## src/rtl/bls_pkg.sv

```systemverilog
// Package for the bounded LIFO stack: codes, widths, state and cell control types.
`timescale 1ns / 1ps
`default_nettype none
package bls_pkg;

  // Word and field widths
  localparam int unsigned WordW  = 32;
  localparam int unsigned ModeW  = 3;
  localparam int unsigned PosW   = 7;
  localparam int unsigned LimitW = 7;
  localparam int unsigned CountW = 7;
  localparam int unsigned ErrW   = 2;

  // Reset value of the capacity limit register
  localparam logic [LimitW-1:0] ResetLimit = 7'd5;

  // Operation codes
  localparam logic [ModeW-1:0] ModePush  = 3'd0;
  localparam logic [ModeW-1:0] ModePop   = 3'd1;
  localparam logic [ModeW-1:0] ModePeek  = 3'd2;
  localparam logic [ModeW-1:0] ModeRead  = 3'd3;
  localparam logic [ModeW-1:0] ModeWrite = 3'd4;

  // Data word returned with any error
  localparam logic [WordW-1:0] ErrWord = '1;

  // Result error codes
  typedef enum logic [ErrW-1:0] {
    ErrNone      = 2'd0,
    ErrOverflow  = 2'd1,
    ErrUnderflow = 2'd2
  } bls_err_e;

  // Controller states
  typedef enum logic {
    StIdle,
    StScan
  } bls_state_e;

  // Control broadcast to every cell of the chain
  typedef struct packed {
    logic push;
    logic pop;
    logic wr;
  } bls_cell_ctrl_t;

endpackage
`default_nettype wire

```

## src/rtl/bls_cell.sv

```systemverilog
// One stack cell: holds one entry, shifts on push and pop, forwards the read chain.
`timescale 1ns / 1ps
`default_nettype none
module bls_cell (
  input  wire logic                         clk_i,
  input  wire bls_pkg::bls_cell_ctrl_t      ctrl_i,
  input  wire logic                         wr_hit_i,
  input  wire logic                         scan_hit_i,
  input  wire logic [bls_pkg::WordW-1:0]    value_i,
  input  wire logic [bls_pkg::WordW-1:0]    above_i,
  input  wire logic [bls_pkg::WordW-1:0]    below_i,
  input  wire logic [bls_pkg::WordW-1:0]    ret_i,
  output logic      [bls_pkg::WordW-1:0]    entry_o,
  output logic      [bls_pkg::WordW-1:0]    ret_o
);

  logic [bls_pkg::WordW-1:0] entry_q, entry_d;
  logic [bls_pkg::WordW-1:0] ret_q, ret_d;

  // Entry update: push takes the word above, pop the word below, a write hit the new value
  always_comb begin
    entry_d = entry_q;
    if (ctrl_i.push) begin
      entry_d = above_i;
    end else if (ctrl_i.pop) begin
      entry_d = below_i;
    end else if (ctrl_i.wr && wr_hit_i) begin
      entry_d = value_i;
    end
  end

  // Read chain: the addressed cell injects its entry, others pass on from below
  assign ret_d = scan_hit_i ? entry_q : ret_i;

  always_ff @(posedge clk_i) begin
    entry_q <= entry_d;
    ret_q   <= ret_d;
  end

  assign entry_o = entry_q;
  assign ret_o   = ret_q;

endmodule
`default_nettype wire

```

## config.mk

```make
export PLATFORM = sky130hd
export DESIGN_NAME = bls_cell
export DESIGN_NICKNAME = d
export VERILOG_FILES = /design/src/rtl/bls_pkg.sv /design/src/rtl/bls_cell.sv
export SDC_FILE = /design/constraint.sdc
export NUM_CORES = 1
export LEC_CHECK = 0
export BUFFER_PORTS_ARGS = -buffer_cell sky130_fd_sc_hd__buf_2
export CAP_MARGIN = 5
export CORE_ASPECT_RATIO = 1.4
export CORE_MARGIN = 10
export CORE_UTILIZATION = 37
export DETAILED_ROUTE_END_ITERATION = 8
export PLACE_DENSITY = 0.87
export SYNTH_ARGS = -nofsm -noshare
export SYNTH_HDL_FRONTEND = slang
export SYNTH_SLANG_ARGS = --single-unit
```

## constraint.sdc

```tcl
create_clock -name clk_i -period 1.6 [get_ports clk_i]
set_input_delay 0.16 -clock clk_i [delete_from_list [all_inputs] [get_ports clk_i]]
set_output_delay 0.16 -clock clk_i [all_outputs]
set_load 0.03 [all_outputs]
```

==> flow_summary_export.csv, run 1 <==
group,metric,value,unit
run_status,status,"completed",
synth,avgSynthCellArea,13.8,sq um
clocking,clkSinkCount,64,
sta,tightest_slew,425,ps
layout,postLayoutCellArea,0.00402,sq mm
power_and_ir_drop,irDropWorstVdd,576,uV
worst_setup_path,required,1440,ps
clocking,cts_buffers,9,
power_and_ir_drop,comb_power_share,26.3,%
sta,fmax,891,MHz
synth,ys_ff_latch,64,
floorplanning,die_h,124,microns
drt,routed_wl,9060,microns
sta,grt_setup_unrepaired,"false",
synth,synthesis.nets,342,
synth,synth_top_area_share,33.6,%
placement,port_buffers,197,
worst_setup_path,cp.arrival,960,ps
layout,diodes,0,
power_and_ir_drop,p_switching,1.32,mW
drt,drtIter0Drc,67,
sta,slew_viol_final,0,
sta,min_period,1120,ps
worst_setup_path,path_delay_family,"flip-flops",
power_and_ir_drop,p_sw_share,30.6,%
drt,wl_per_cell,17.8,microns
sta,fin_ws,478,ps
synth,synth_warnings,0,
power_and_ir_drop,p_int,2.99,mW
clocking,postCtsSetupBuffers,0,
global_route,grt-ovfl-total,0,
placement,place_congestion,0.814,
power_and_ir_drop,seqPwrFrac,46.6,%
layout,finalNetCount,540,
global_route,grt_max_degree,35,
placement,dp_hpwl,7470,microns
floorplanning,row_count,37,
global_route,grt_pass1_vias,2658,
power_and_ir_drop,power_frac_clock,27.0,%
drt,ant_nets,0,
sta,final.setup.tns,0,ps
job,cap_violations,0,
clocking,root_buffer,"clkbuf_8",
sta,hold-worst-slack,41.3,ps
global_route,antenna_found_initial,0,
clocking,clkTransAtPathRegs,70,ps
synth,synth-simple-area-share,4.20,%
sta,finalSetupViolations,0,
synth,synthCells,208,
worst_setup_path,cp_max_fo,2,
layout,nFillCells,664,
clocking,ctsHoldBuffers,0,
drt,dr_total_vias,2354,
worst_setup_path,crit_path_end_kind,"primary output",
floorplanning,die_w,94.3,microns
layout,area_growth,40.4,%
synth,synth_edf_count,32,
clocking,clk_latency,340,ps
sta,hold_violations,0,
sta,fin_skew,4.56,ps
floorplanning,boundaryPins,198,
placement,place_area,0.00385,sq mm
synth,yosysTopAreaCell,"edfxtp_1",
synth,synth_commonest_cells,"dfxtp_1 (32), edfxtp_1 (32), mux2i_1 (32), nand2_1 (32), mux2_4 (30)",
synth,ys_seq_area_share,56.0,%
worst_setup_path,criticalPathCategory,"reg2out",
drt,viasPerCell,4.63,
synth,syn-cell-area,0.00286,sq mm
floorplanning,coreArea,0.00745,sq mm
floorplanning,start_util,38.4,%
synth,yosys.area_share.adder,0,%
sta,relSlewSlack,71.7,%
drt,first_pass_iters,6,
sta,min_period_over_period,70.1,%
clocking,cts_tree,"yes",
clocking,cts_buffer_depth,2,
floorplanning,dieArea,0.0117,sq mm
synth,synth_flop_cell,"edfxtp_1",
worst_setup_path,startpoint_type,"register",
placement,post-place-ws,435,ps
synth,synth.lib_cells_used.distinct,13,
synth,ys_async_sr_fraction,0,%
clocking,cts_resized,0,
drt,route.detailed.drc,0,
synth,synth_mux_area_share,27.7,%
worst_setup_path,cp.buffers_inverters,1,
clocking,ctsHtreeMaxLevel,3,
worst_setup_path,path_cells,"buf_2",
synth,yosys-top-cells-area,"edfxtp_1 (34%), dfxtp_1 (22%), mux2_4 (16%)",
synth,synthXorXnorAreaFrac,0,%
synth,synth_compound_area_share,5.91,%
global_route,grt_pass1_wl,13100,microns
hold_path,min_path_type,"in2reg",
worst_setup_path,crit_slowest_cell,"edfxtp_1",
power_and_ir_drop,pwr_density_cell,1070,mW/mm^2
global_route,grt_usage,14.9,%
power_and_ir_drop,p_leak,2.06,nW
layout,drive_gt1_share,59.6,%
worst_setup_path,slowest_delay,420,ps
synth,synth_top_family_by_area,"multiplexers",
[layout by cell type (no fill, tap or decap)]
cell | netlist | routed
mux2_2 | 2 | 2
buf_12 | 6 | 2
dfxtp_1 | 32 | 32
mux2_4 | 30 | 30
buf_2 | 6 | 197
edfxtp_1 | 32 | 32
o21ai_1 | 29 | 29
clkbuf_8 | 0 | 10
buf_4 | 0 | 3
mux2i_1 | 32 | 32
o21ai_0 | 3 | 3
clkbuf_1 | 1 | 5
clkinv_2 | 0 | 1
nand2_1 | 32 | 32
a211o_1 | 1 | 1
[power by group through the flow]
stage	Combinational [mW]	Clock, mW	Sequential, mW
floorplan	0.340	0	2.45
global placement	1.12	0	2.04
detailed placement	1.15	0	2.05
CTS	1.15	1.20	2.01
global route	1.21	1.27	2.03
finish	1.13	1.17	2.01
[kinds of logic (layout without fill, tap and decap cells)]
| group | after synthesis | after routing |
|---|---|---|
| AOI/OAI and AO/OA | 33 | 33 |
| muxes | 64 | 64 |
| and+or+nand+nor | 32 | 32 |
| buffers and inverters | 15 | 218 |
| DFF | 64 | 64 |
[path summary, 6_finish.rpt]
path	slack, ps	from	end	depth (start not counted)
max	480	entry_o[21]$_DFFE_PP_	entry_o[21]	1
min reg2reg	500	entry_o[9]$_DFFE_PP_	ret_o[9]$_DFF_P_	1
max reg2reg	800	entry_o[21]$_DFFE_PP_	ret_o[21]$_DFF_P_	1
min	40	ret_i[9]	ret_o[9]$_DFF_P_	2
[metal layers]
layer | vias to the layer above | track usage (%) | wire [microns]
met5 | - | 0 | 0
met1 | 1088 | 13.9 | 3000
met3 | 14 | 5.42 | 778
met4 | 0 | 8.00 | 199
met2 | 112 | 27.3 | 5080
li1 | 1140 | - | -
[area by class of cell]
type	count	area (sq um)	area share [%]
Tap cell	97	121	3.02
Sequential cell	64	1600	39.9
Timing Repair Buffer	202	1050	26.1
Multi-Input combinational cell	129	1080	27.0
Clock inverter	1	5.00	0.125
Clock buffer	15	156	3.90
[sequential cells by signal, summed over array words and instances (netlist names)]
register,count
ret_o,32
entry_o,32
[per-stage QoR]
stage	power, mW	std cells	utilization, %
finish	4.31	508	53.9
detailed placement	3.20	492	51.7
global placement	3.16	492	51.7
global route	4.51	508	53.9
CTS	4.37	508	53.9
floorplan	2.78	208	-
(Power assumes the default switching activity.)
==> run 2: changes to the inputs <==
--- a/config.mk
+++ b/config.mk
@@ -9,9 +9,9 @@
 export CAP_MARGIN = 5
 export CORE_ASPECT_RATIO = 1.4
 export CORE_MARGIN = 10
-export CORE_UTILIZATION = 37
+export CORE_UTILIZATION = 40
 export DETAILED_ROUTE_END_ITERATION = 8
-export PLACE_DENSITY = 0.87
+export PLACE_DENSITY = 0.89
 export SYNTH_ARGS = -nofsm -noshare
 export SYNTH_HDL_FRONTEND = slang
 export SYNTH_SLANG_ARGS = --single-unit
==> constraint.sdc (replaced) <==
create_clock -name clk_i -period 1.11 [get_ports clk_i]
set_input_delay 0.111 -clock clk_i [delete_from_list [all_inputs] [get_ports clk_i]]
set_output_delay 0.111 -clock clk_i [all_outputs]
set_load 0.03 [all_outputs]
==> run 2 against run 1 <==
  * Clock skew fell by 0.69 ps
  * Critical path type unchanged
  * Sequential power is 45% higher
  * Worst setup slack worse by 450 ps
  * Register-to-register slack got worse by 650 ps
  * Clock-buffer cell count fell by 3
  * First-iteration DRC count grew 42%
  * Largest cell class unchanged
  * Largest power group unchanged
==> flow_summary_export.csv, run 2 (synthesized netlist as in run 1, its figures left out) <==
group,metric,value,unit
power_and_ir_drop,p_leak,2.22,nW
layout,nFillCells,554,
global_route,grt_pass1_vias,2961,
worst_setup_path,path_delay_family,"flip-flops",
clocking,cts_tree,"yes",
layout,area_growth,53.0,%
global_route,grt_pass1_wl,14900,microns
sta,final.setup.tns,0,ps
power_and_ir_drop,p_sw_share,30.8,%
layout,final_util,62.7,%
worst_setup_path,path_cells,"buf_2",
worst_setup_path,crit_slowest_cell,"edfxtp_1",
sta,min_period_over_period,97.3,%
worst_setup_path,startpoint_type,"register",
placement,place_congestion,0.783,
layout,final_cell_mix,"buf_2 (194), mux2i_1 (32), nand2_1 (32), edfxtp_1 (32), dfxtp_1 (32)",
drt,dr_total_vias,2482,
drt,viasPerCell,4.63,
clocking,ctsHtreeMaxLevel,3,
clocking,clkTransAtPathRegs,70,ps
floorplanning,coreArea,0.00698,sq mm
global_route,grt_max_degree,37,
power_and_ir_drop,seqPwrFrac,44.8,%
run_status,status,"completed",
layout,multiInputGateArea,0.00109,sq mm
floorplanning,start_util,41.0,%
clocking,cts_buffers,9,
job,cap_violations,0,
power_and_ir_drop,pwr_density_cell,1490,mW/mm^2
layout,final_common_cell,"buf_2",
sta,slew_viol_final,0,
sta,min_period,1080,ps
power_and_ir_drop,comb_power_share,27.0,%
drt,routed_wl,9690,microns
power_and_ir_drop,power_frac_clock,28.3,%
worst_setup_path,slowest_delay,430,ps
layout,diodes,0,
floorplanning,boundaryPins,198,
floorplanning,row_count,36,
drt,drtIter0Drc,95,
clocking,root_buffer,"clkbuf_8",
worst_setup_path,criticalPathCategory,"reg2out",
floorplanning,die_w,91.5,microns
sta,finalSetupViolations,0,
worst_setup_path,crit_path_end_kind,"primary output",
worst_setup_path,required,1000,ps
floorplanning,die_h,120,microns
sta,fmax,926,MHz
sta,tightest_slew,428,ps
hold_path,min_path_type,"in2reg",
drt,ant_nets,0,
global_route,grt-ovfl-total,0,
worst_setup_path,cp.buffers_inverters,1,
drt,first_pass_iters,4,
power_and_ir_drop,p_switching,2.01,mW
placement,dp_hpwl,7590,microns
placement,port_buffers,197,
power_and_ir_drop,power,6.52,mW
clocking,clk_latency,340,ps
clocking,cts_buffer_depth,2,
power_and_ir_drop,irDropWorstVdd,714,uV
floorplanning,dieArea,0.0110,sq mm
drt,wl_per_cell,18.1,microns
layout,register_area,0.00160,sq mm
sta,fin_skew,3.88,ps
sta,relSlewSlack,71.4,%
layout,drive_gt1_share,56.7,%
power_and_ir_drop,p_int,4.52,mW
layout,finalNetCount,570,
sta,hold_violations,0,
drt,route.detailed.drc,0,
worst_setup_path,cp_max_fo,2,
worst_setup_path,cp.arrival,970,ps
clocking,clkSinkCount,64,
global_route,grt_usage,17.3,%
global_route,antenna_found_initial,0,
-- run 2: metal layers --
| metal | share of wire, % | wire length, microns | track usage (%) |
|---|---|---|---|
| met5 | 0 | 0 | 0 |
| met2 | 54 | 5250 | 31.5 |
| met4 | 3.7 | 354 | 9.72 |
| met1 | 35 | 3370 | 16.6 |
| met3 | 7.4 | 718 | 5.93 |
-- run 2: per-stage QoR --
step           cells  hold WS [ps]  area (sq um)  worst slack, ps
6_report         536          12.6          4380             29.8
5_1_grt          536          1.25          4380            -4.62
4_1_cts          535          1.91          4350             8.97
3_5_place_dp     492           340          3900             16.3
3_3_place_gp     492           337          3900             67.7
2_1_floorplan    208           254          2870             40.0
-- run 2: final timing paths --
kind | depth (start not counted) | startpoint | slack [ps] | end
worst max-delay path | 1 | entry_o[9]$_DFFE_PP_ | 30 | entry_o[9]
worst min register to register | 1 | entry_o[13]$_DFFE_PP_ | 500 | ret_o[13]$_DFF_P_
worst max register to register | 2 | entry_o[9]$_DFFE_PP_ | 150 | ret_o[9]$_DFF_P_
worst min-delay path | 2 | ret_i[25] | 10 | ret_o[25]$_DFF_P_
-- run 2: worst register-to-register path: stages (launching register included) --
cell	delay [ps]
edfxtp_1	430
buf_4	160
mux2_4	260
-- run 2: power groups by stage --
stage	sequential (mW)	clock [mW]	combinational [mW]
after floorplan	3.52	0	0.492
after global placement	2.94	0	1.63
after detailed placement	2.97	0	1.67
after CTS	2.92	1.88	1.75
after global routing	2.95	1.98	1.87
final	2.92	1.84	1.76
-- run 2: final cells by class --
| type | count | area share (%) |
|---|---|---|
| clock buffers | 12 | 3.80 |
| repair buffers | 232 | 31.6 |
| clock inverters | 4 | 0.372 |
| flip-flops and latches | 64 | 36.6 |
| well taps | 95 | 2.72 |
| multi-input cells | 129 | 24.9 |
-- run 2: timing repair --
action,4_1_cts,5_1_grt
resized for setup,0,8
hold endpoints to repair,27,0
buffers inserted,0,1
hold buffers,27,0
setup endpoints to repair,0,4
